==> src/rtl/core/sasm_pkg.sv <==
package sasm_pkg;

  localparam int MSG_W     = 4;
  localparam int ACTION_W  = 4;
  localparam int PHASE_W   = 2;
  localparam int SESSION_W = 32;
  localparam int CLIENT_W  = 32;
  localparam int CODEC_W   = 8;
  localparam int TIME_W    = 64;
  localparam int TIMEOUT_W = 32;

  localparam int CFG_INDEX_W = 2;
  localparam int CFG_DATA_W  = 32;

  localparam logic [CFG_INDEX_W-1:0] CFG_TIMEOUT    = 2'd0;
  localparam logic [CFG_INDEX_W-1:0] CFG_CODEC_MASK = 2'd1;

  localparam logic [TIMEOUT_W-1:0] TIMEOUT_RESET    = 32'd5000000;
  localparam logic [CODEC_W-1:0]   CODEC_MASK_RESET = 8'd1;

  localparam logic OP_PACKET = 1'b0;
  localparam logic OP_TICK   = 1'b1;

  typedef enum logic [PHASE_W-1:0] {
    PH_IDLE   = 2'd0,
    PH_READY  = 2'd1,
    PH_STREAM = 2'd2
  } phase_t;

  typedef enum logic [MSG_W-1:0] {
    MSG_HELLO      = 4'd0,
    MSG_START      = 4'd1,
    MSG_PING       = 4'd2,
    MSG_KEYFRAME   = 4'd3,
    MSG_INPUT      = 4'd4,
    MSG_FOCUS      = 4'd5,
    MSG_FEEDBACK   = 4'd6,
    MSG_NACK       = 4'd7,
    MSG_INVALIDATE = 4'd8,
    MSG_CLIPBOARD  = 4'd9,
    MSG_BYE        = 4'd10
  } msg_t;

  typedef enum logic [ACTION_W-1:0] {
    ACT_NONE       = 4'd0,
    ACT_ACK        = 4'd1,
    ACT_REJECT     = 4'd2,
    ACT_PONG       = 4'd3,
    ACT_START      = 4'd4,
    ACT_KEYFRAME   = 4'd5,
    ACT_INPUT      = 4'd6,
    ACT_FOCUS      = 4'd7,
    ACT_FEEDBACK   = 4'd8,
    ACT_NACK       = 4'd9,
    ACT_INVALIDATE = 4'd10,
    ACT_CLIPBOARD  = 4'd11,
    ACT_DISC       = 4'd12
  } action_t;

  typedef struct packed {
    logic                 operation;
    logic [MSG_W-1:0]     msg_type;
    logic                 header_ok;
    logic                 payload_ok;
    logic [SESSION_W-1:0] packet_session;
    logic [CLIENT_W-1:0]  client_ident;
    logic [CODEC_W-1:0]   codec_bits;
    logic [TIME_W-1:0]    now_us;
  } item_t;

  typedef struct packed {
    logic                 accepted;
    action_t              action;
    logic [SESSION_W-1:0] current_session;
    phase_t               phase;
  } result_t;

  typedef struct packed {
    phase_t               phase;
    logic [SESSION_W-1:0] session;
    logic [CLIENT_W-1:0]  client;
    logic [TIME_W-1:0]    last_rx;
  } session_state_t;

  typedef struct packed {
    logic [TIMEOUT_W-1:0] timeout_us;
    logic [CODEC_W-1:0]   codec_mask;
  } gate_cfg_t;

endpackage

==> src/rtl/core/sasm_decide.sv <==
module sasm_decide import sasm_pkg::*; (
  input  item_t          item,
  input  session_state_t state,
  input  gate_cfg_t      cfg,
  output session_state_t state_next,
  output result_t        result
);

  logic                 open;
  logic                 streaming;
  logic                 match;
  logic [TIME_W-1:0]    silence;
  logic                 expired;
  logic [SESSION_W-1:0] sid_raw;
  logic [SESSION_W-1:0] sid;
  logic                 accepted;
  action_t              action;

  assign open      = state.phase != PH_IDLE;
  assign streaming = state.phase == PH_STREAM;
  assign match     = item.packet_session == state.session;

  // Silence since the last accepted packet, wrapping modulo the time width
  assign silence = item.now_us - state.last_rx;
  assign expired = silence > {{(TIME_W-TIMEOUT_W){1'b0}}, cfg.timeout_us};

  // Fold the time into the client id; zero is reserved for no session
  assign sid_raw = item.now_us[SESSION_W-1:0] ^ item.now_us[TIME_W-1:SESSION_W]
                 ^ item.client_ident;
  assign sid     = (sid_raw == '0) ? {{(SESSION_W-1){1'b0}}, 1'b1} : sid_raw;

  // Decide the transition and the action for one item
  always_comb begin
    state_next = state;
    accepted   = 1'b0;
    action     = ACT_NONE;
    if (item.operation == OP_TICK) begin
      if (open && expired) begin
        state_next.phase   = PH_IDLE;
        state_next.session = '0;
        state_next.client  = '0;
        action             = ACT_DISC;
      end
    end else if (item.header_ok) begin
      unique case (item.msg_type)
        MSG_HELLO: begin
          if (item.payload_ok) begin
            if (open && item.client_ident != state.client) begin
              action = ACT_REJECT;
            end else if (!open && (item.codec_bits & cfg.codec_mask) == '0) begin
              action = ACT_REJECT;
            end else begin
              if (!open) begin
                state_next.client  = item.client_ident;
                state_next.session = sid;
                state_next.phase   = PH_READY;
              end
              state_next.last_rx = item.now_us;
              action             = ACT_ACK;
              accepted           = 1'b1;
            end
          end
        end
        MSG_START: begin
          if (open && match) begin
            if (!streaming) begin
              state_next.phase = PH_STREAM;
              action           = ACT_START;
            end
            state_next.last_rx = item.now_us;
            accepted           = 1'b1;
          end
        end
        MSG_PING: begin
          if (open && match && item.payload_ok) begin
            state_next.last_rx = item.now_us;
            action             = ACT_PONG;
            accepted           = 1'b1;
          end
        end
        MSG_KEYFRAME: begin
          if (streaming && match) begin
            state_next.last_rx = item.now_us;
            action             = ACT_KEYFRAME;
            accepted           = 1'b1;
          end
        end
        MSG_INPUT: begin
          if (streaming && match) begin
            state_next.last_rx = item.now_us;
            action             = ACT_INPUT;
            accepted           = 1'b1;
          end
        end
        MSG_FOCUS: begin
          if (streaming && match) begin
            state_next.last_rx = item.now_us;
            action             = item.payload_ok ? ACT_FOCUS : ACT_NONE;
            accepted           = 1'b1;
          end
        end
        MSG_FEEDBACK: begin
          if (open && match) begin
            state_next.last_rx = item.now_us;
            action             = item.payload_ok ? ACT_FEEDBACK : ACT_NONE;
            accepted           = 1'b1;
          end
        end
        MSG_NACK: begin
          if (streaming && match) begin
            state_next.last_rx = item.now_us;
            action             = item.payload_ok ? ACT_NACK : ACT_NONE;
            accepted           = 1'b1;
          end
        end
        MSG_INVALIDATE: begin
          if (streaming && match) begin
            state_next.last_rx = item.now_us;
            action             = item.payload_ok ? ACT_INVALIDATE : ACT_NONE;
            accepted           = 1'b1;
          end
        end
        MSG_CLIPBOARD: begin
          if (streaming && match && item.payload_ok) begin
            state_next.last_rx = item.now_us;
            action             = ACT_CLIPBOARD;
            accepted           = 1'b1;
          end
        end
        MSG_BYE: begin
          // Drop the session but keep the receive time
          if (open && match) begin
            state_next.phase   = PH_IDLE;
            state_next.session = '0;
            state_next.client  = '0;
            action             = ACT_DISC;
          end
        end
        default: begin
          // Unknown message types are dropped silently
        end
      endcase
    end
  end

  assign result.accepted        = accepted;
  assign result.action          = action;
  assign result.current_session = state_next.session;
  assign result.phase           = state_next.phase;

endmodule

==> config.mk <==
export PLATFORM = sky130hd
export DESIGN_NAME = sasm_decide
export DESIGN_NICKNAME = d
export VERILOG_FILES = /design/src/rtl/core/sasm_pkg.sv /design/src/rtl/core/sasm_decide.sv
export SDC_FILE = /design/constraint.sdc
export NUM_CORES = 1
export LEC_CHECK = 0
export BUFFER_PORTS_ARGS = -buffer_cell sky130_fd_sc_hd__buf_2
export CAP_MARGIN = 20
export CORE_AREA = 2 2 190 192
export DETAILED_ROUTE_END_ITERATION = 12
export DIE_AREA = 0 0 192 194
export PLACE_DENSITY_LB_ADDON = 0.2
export SLEW_MARGIN = 20
export SYNTH_ARGS = -nofsm -noshare
export SYNTH_HDL_FRONTEND = slang
export SYNTH_SLANG_ARGS = --single-unit
==> constraint.sdc <==
create_clock -name vclk -period 5.78
set_clock_uncertainty 0.05 [all_clocks]
set_input_delay 0.578 -clock vclk [all_inputs]
set_output_delay 0.578 -clock vclk [all_outputs]
set_load 0.02 [all_outputs]
---- Word level (Yosys, flattened, before mapping) ----
Index checks and enable logic that the tools add are counted.
word-level totals
  register bits ........................... 0
  word-level logic and storage cells ...... 83
  memories kept ........................... 0
  input bits .............................. 313
  output and inout port bits .............. 169
  bits in latches ......................... 0
  ROM bits ................................ 0
  RAM bits ................................ 0
cells by class
  shifts and indexed selects .............. 0
  muxes and demuxes ....................... 51
  equality and inequality tests ........... 13
  reduce and logical (&&, ||, !) cells .... 14
  divide/modulo/power cells ............... 0
  $add $sub $neg .......................... 1
  bitwise logic cells ..................... 3
  $lt $le $gt $ge ......................... 1
  $mul .................................... 0
operators by type and width
  cell                number
  $mux 130            4
  $mux 64             5
  $pmux 64 s5         1
  $mux 66             4
  $pmux 64 s2         1
  $gt 64x32->1        1
  $sub 64x64->64      1
  $xor 32x32->32      2
  $mux 4              12
  $pmux 4 s11         1
  $eq 32x32->1        1
  $logic_not 32->1    1
  $mux 32             1
  $ne 32x32->1        1
  $eq 4x3->1 const B  4
  $mux 3              5
  $eq 4x4->1 const B  3
  $mux 2              6
  $mux 1              9
  $and 8x8->8         1
  $eq 4x2->1 const B  2
  $logic_not 8->1     1
  $logic_and 1x1->1   7
  $pmux 2 s3          1
  8 further kinds     8

---- Logic depth before layout (Yosys ltp) ----
Gate-level depths: netlist of the first run.
  depth after elaboration ................. 11
  mapped depth ............................ 26
  mapped depth without buffers ............ 23

---- Worst setup path after synthesis of the first run ----
No wires, ideal clock.
  path kind ............................... in2out
  start ................................... in item[0] (netlist name)
  end ..................................... out state_next[120] (netlist name)
  slack ................................... 182 ps
  stages .................................. 24
  buffers on the path ..................... 2
  data arrival time ....................... 4970 ps
  data required time ...................... 5152 ps
  path through ............................ inv_1 ha_1 inv_1 fa_1 a21o_1 a221o_1 nand2_1 a21oi_1 nor2_1 o21bai_1 a21oi_1 xnor2_1 ha_1 nor2b_1 o21ai_0 a211oi_1 nor3_1 o2111ai_1 nor4_1 nand4_1 o41a_1 buf_2 a21oi_1 buf_4
RTL lines
  element             line              text
  start: declaration  sasm_decide.sv:2  input item_t item,
  end: declaration    sasm_decide.sv:5  output session_state_t state_next,

==> flow_metrics.py, run 1 <==
metrics = {
    "outcome": {
        "status": "complete, but fails checks",
        "violations": "negative setup slack",
    },
    "yosys": {
        "yosys.area_share.adder": 0.128,
        "synth_area_leaders": "ha_1, xnor2_1, a21oi_1, xor2_1, nand2_1",
        "synth.avg_cell_area_um2": 6.32,
        "netlist_area_um2": 9410,
        "synthTopCellsByCount": "a21oi_1, nand2_1, o21ai_0",
        "ys_seq_area_frac": 0,
        "yosysWarnings": 0,
        "synth_top_family_by_area": "compound AO/OA/AOI/OAI gates",
        "synth_most_common_cell": "a21oi_1",
        "synth_cell_types": 78,
        "synth.mux.area_fraction": 0.0157,
        "synthDominantCellAreaShare": 0.126,
        "synth-compound-area-share": 0.346,
        "synth_xor_area_frac": 0.159,
        "synthSimpleGateAreaFrac": 0.238,
        "synth_area_leader_cell": "ha_1",
        "synthCells": 1489,
        "synthesis.nets": 1898,
    },
    "floorplan": {
        "die_w_um": 192,
        "io_pins": 482,
        "placementRows": 69,
        "die-area_um2": 37200,
        "start_util": 0.267,
        "core_area_um2": 35200,
        "die_h_um": 194,
    },
    "setup_path": {
        "crit_cells": 25,
        "max_stage_delay_ps": 490,
        "cp-end-kind": "output pin",
        "critPathLaunchType": "input port",
        "path_class": "in2out",
        "cp_max_fo": 5,
        "arrival_ps": 5340,
        "required_ps": 5150,
        "crit_buf_inv": 6,
        "cp_slowest_cell": "o41a_4",
        "crit_family": "compound AO/OA/AOI/OAI gates",
    },
    "placed_design": {
        "place_congestion": 1.04,
        "place_area_um2": 13500,
        "hpwl_mm": 53.6,
        "io_buffers": 482,
    },
    "detailed_routing": {
        "final_antenna_net_count": 0,
        "drt_pre_antenna_iters": 5,
        "drc": 0,
        "wl_per_cell_um": 24.1,
        "drt-initial-drc-count": 905,
        "wirelength_mm": 61.7,
        "via_count": 13900,
        "viasPerCell": 5.44,
    },
    "final_layout": {
        "clkbuf_count": 0,
        "syn_to_final_growth_pct": 58.7,
        "drive_gt1_frac": 0.403,
        "finish.instance_area_um2": 14900,
        "n_fill_cell": 3786,
        "seq_cell_count": 0,
        "ff_latch_area_um2": 0,
        "final_nets": 2499,
        "fin_util": 0.424,
    },
    "sta": {
        "worst_pin_slew_ps": 1180,
        "hold_viol_final": 0,
        "fin_ws_ps": -192,
        "fin_hold_ws_ps": 1490,
        "layout_min_cycle_time_ps": 5970,
        "setup_viol": 92,
        "relSlewSlack": 0.214,
        "drv_slew": 0,
        "fin_crit_sh": 1.03,
        "rsz0062_at_grt": "yes",
        "max_freq_mhz": 167,
    },
    "cts": {
        "ctsHoldBuffers": 0,
    },
    "global_routing": {
        "grt_usage": 0.312,
        "antenna_found_initial": 9,
        "grt_pass1_wl_mm": 86.7,
        "overflow": 0,
        "grt_pass1_vias": 13600,
        "grt_max_degree": 127,
    },
    "worst_hold_path": {
        "worstHoldPathType": "in2out",
        "min-delay-start": "state[63]",
        "min_to": "state_next[63]",
        "min_path_cells": 3,
    },
    "power_and_ir_drop": {
        "power.density_nw_per_um2": 114,
        "max-vdd-ir-drop_mv": 0.0576,
        "p_leak_nw": 7.02,
    },
    "run": {
        "cap_violations": 0,
    },
}
==> repair_timing <==
action / CTS / global route
resized for setup: 209 / 90
pin swaps: 23 / 25
hold endpoints to repair: 0 / 0
gates cloned: 5 / 2
setup buffers: 4 / 3
endpoints found under the setup margin: 102 / 102
==> how the worst max path moves through the flow <==
stage	from	end
CTS	item[0]	state_next[74]
floorplan	item[0]	state_next[120]
detailed placement	item[0]	result[27]
finish	item[0]	state_next[111]
global placement	item[0]	result[27]
global route	item[0]	result[17]
==> per-stage QoR <==
stage	TNS [ps]	setup WS (ps)	power (mW)	std cells
3_3_place_gp	-59940	-676	1.52	2535
2_1_floorplan	0	182	0.834	1489
3_5_place_dp	-64480	-738	1.52	2535
5_1_grt	-35080	-437	1.82	2554
4_1_cts	-11650	-204	1.62	2544
6_report	-10740	-192	1.70	2557
==> cell type report <==
cell class | instances | area (um2) | share of cell area
timing repair buffer | 714 | 4910 | 0.328
inverter | 112 | 423 | 0.0283
multi-input combinational | 1262 | 9010 | 0.603
tap | 461 | 577 | 0.0386
antenna | 8 | 20.0 | 0.00134
==> cell usage in the layout (no fill, tap or decap), types with 7 or more instances in the layout <==
cell type	n
nor3_1	28
nand4_1	59
a22oi_1	37
ha_1	89
diode_2	8
a21o_1	28
nor4_1	15
nor3_2	7
a21oi_1	144
xor2_1	73
o21ai_1	14
o211ai_1	13
mux2i_1	8
a21oi_4	39
nand3_1	19
xnor2_1	97
nor2b_1	11
nor2_1	107
nand2_1	159
inv_1	110
nand2b_1	11
buf_4	239
buf_2	385
a21oi_2	30
o21ai_0	115
buf_6	75
==> per-layer routing <==
layer  wire length (um)  up-vias  GRT usage  part of all wire
met5                 13        -          0           0.00021
met4               3970        2      0.164             0.064
met1              25200     6609      0.388              0.41
met2              28200      635      0.517              0.46
li1                   -     6527          -                 -
met3               4230      131     0.0454             0.069
==> cell families after synthesis <==
family,after synthesis
buffers and inverters,227
AND/OR/NAND/NOR,466
multiplexers,14
AO/OA/AOI/OAI,515
XOR/XNOR,171
adder cells (fa/ha/maj),96
==> where the power goes <==
part | internal [mW] | switching [mW] | total [mW] | leakage [nW]
clock | 0.000000186 | 0 | 0.000000186 | 0.0000507
combinational | 0.717 | 0.984 | 1.70 | 7.02
sequential | 0 | 0 | 0 | 0
total | 0.717 | 0.984 | 1.70 | 7.02
Power figures use the tool's default switching activity.
==> run 2, diff against run 1 <==
ABC_AREA = 1   (was unset)
==> run 2 against run 1 <==
The flow finishes with violations (design-rule violations); core utilization grew 5.0 points; critical endpoint is now result[5]; design area grew 12%; critical path type unchanged; non-clock buffer count shrank 197; highest routed layer unchanged; cell count grew 47%.
==> flow_metrics.py, run 2 <==
metrics = {
    "yosys": {
        "synth.avg_cell_area_um2": 4.85,
        "synthCells": 2869,
        "synthTopCellsByCount": "nand2_1, inv_1, nor2_1",
        "yosysWarnings": 0,
        "synth_most_common_cell": "nand2_1",
        "synth_area_leader_cell": "nand2_1",
        "synthesis.nets": 3278,
        "synthDominantCellAreaShare": 0.268,
        "netlist_area_um2": 13900,
        "synth_cell_types": 43,
        "ys_seq_area_frac": 0,
        "synth_area_leaders": "nand2_1, inv_1, ha_1, a21oi_1, nor2_1",
    },
    "cts": {
        "ctsHoldBuffers": 0,
    },
    "detailed_routing": {
        "via_count": 19600,
        "wl_per_cell_um": 19.3,
        "viasPerCell": 5.22,
        "final_antenna_net_count": 0,
        "drc": 2,
        "drt_pre_antenna_iters": 10,
        "drt-initial-drc-count": 1665,
        "wirelength_mm": 72.4,
    },
    "final_layout": {
        "drive_gt1_frac": 0.210,
        "final_nets": 3693,
        "final_common_cell": "nand2_1",
        "layout_common_cells": "nand2_1, inv_1, buf_2, nor2_1, a21oi_1",
        "fin_util": 0.474,
        "ff_latch_area_um2": 0,
        "syn_to_final_growth_pct": 20.1,
        "seq_cell_count": 0,
        "clkbuf_count": 0,
    },
    "floorplan": {
        "core_area_um2": 35200,
        "start_util": 0.395,
        "die_h_um": 194,
        "die-area_um2": 37200,
        "placementRows": 69,
        "io_pins": 482,
        "die_w_um": 192,
    },
    "sta": {
        "relSlewSlack": 0.421,
        "setup_viol": 0,
        "fin_crit_sh": 0.945,
        "worst_pin_slew_ps": 868,
        "layout_min_cycle_time_ps": 5460,
        "fin_hold_ws_ps": 1480,
        "fin_ws_ps": 320,
        "hold_viol_final": 0,
        "drv_slew": 0,
        "max_freq_mhz": 183,
    },
    "global_routing": {
        "grt_usage": 0.369,
        "grt_pass1_wl_mm": 105,
        "overflow": 0,
        "grt_max_degree": 85,
        "grt_pass1_vias": 18000,
        "antenna_found_initial": 10,
    },
    "power_and_ir_drop": {
        "totalPowerFinal_mw": 1.72,
        "power.density_nw_per_um2": 103,
        "max-vdd-ir-drop_mv": 0.0570,
        "p_leak_nw": 10.8,
    },
    "outcome": {
        "violations": "design-rule violations",
        "status": "complete, but fails checks",
    },
    "placed_design": {
        "io_buffers": 482,
        "hpwl_mm": 62.0,
        "place_congestion": 1.11,
        "pre_cts_slack_ps": 118,
    },
    "setup_path": {
        "required_ps": 5150,
        "critPathLaunchType": "input port",
        "arrival_ps": 4830,
        "max_stage_delay_ps": 370,
        "cp_slowest_cell": "fa_2",
        "path_class": "in2out",
        "crit_top_cell": "nand2_1",
        "cp_max_fo": 8,
        "cp-end-kind": "output pin",
    },
    "run": {
        "cap_violations": 0,
    },
    "worst_hold_path": {
        "worstHoldPathType": "in2out",
    },
}
==> run 2: power by group <==
group          switching [mW]  internal, mW  leakage (nW)
combinational            1.16         0.563          10.8
sequential                  0             0             0
clock                       0   0.000000209     0.0000570
==> run 2: timing repair <==
action | 4_1_cts | 5_1_grt
resized for setup | 0 | 22
endpoints found under the setup margin | 0 | 96
setup buffers | 0 | 10
==> run 2: kinds of logic after synthesis <==
group,synth area share
AO/OA/AOI/OAI,0.162
adder cells (fa/ha/maj),0.0869
XOR/XNOR,0.0838
AND/OR/NAND/NOR,0.450
buffers and inverters,0.218
==> run 2: layer usage <==
layer,vias up,global-route usage,share of wire
met5,-,0,0.00076
met4,8,0.199,0.064
met3,199,0.0376,0.080
met2,928,0.628,0.46
met1,8926,0.452,0.39
li1,9533,-,-
==> run 2: per-stage QoR <==
step / std cells / cell area [um2] / TNS (ps)
2_1_floorplan: 2869 / 13900 / 0
4_1_cts: 3730 / 16500 / 0
6_report: 3752 / 16700 / 0
5_1_grt: 3748 / 16700 / -68.5
3_5_place_dp: 3730 / 16500 / 0
3_3_place_gp: 3730 / 16500 / 0
==> run 2: worst paths after layout <==
| path | start | end | slack, ps | cells past startpoint |
|---|---|---|---|---|
| max | item[0] | result[5] | 320 | 31 |
| min | state[4] | state_next[4] | 1480 | 4 |
==> run 2: area by class of cell <==
cell class,instances,area (um2)
Antenna cell,9,22.5
Multi-Input combinational cell,2135,11000
Inverter,630,2360
Fill cell,4069,18500
Timing Repair Buffer,517,2740
Tap cell,461,577
==> run 2: critical path: cells and delay by family <==
family,cells,cell delay [ps]
adder cells (fa/ha/maj),3,820
AND/OR/NAND/NOR,22,2580
XOR/XNOR,1,200
buffers and inverters,5,640
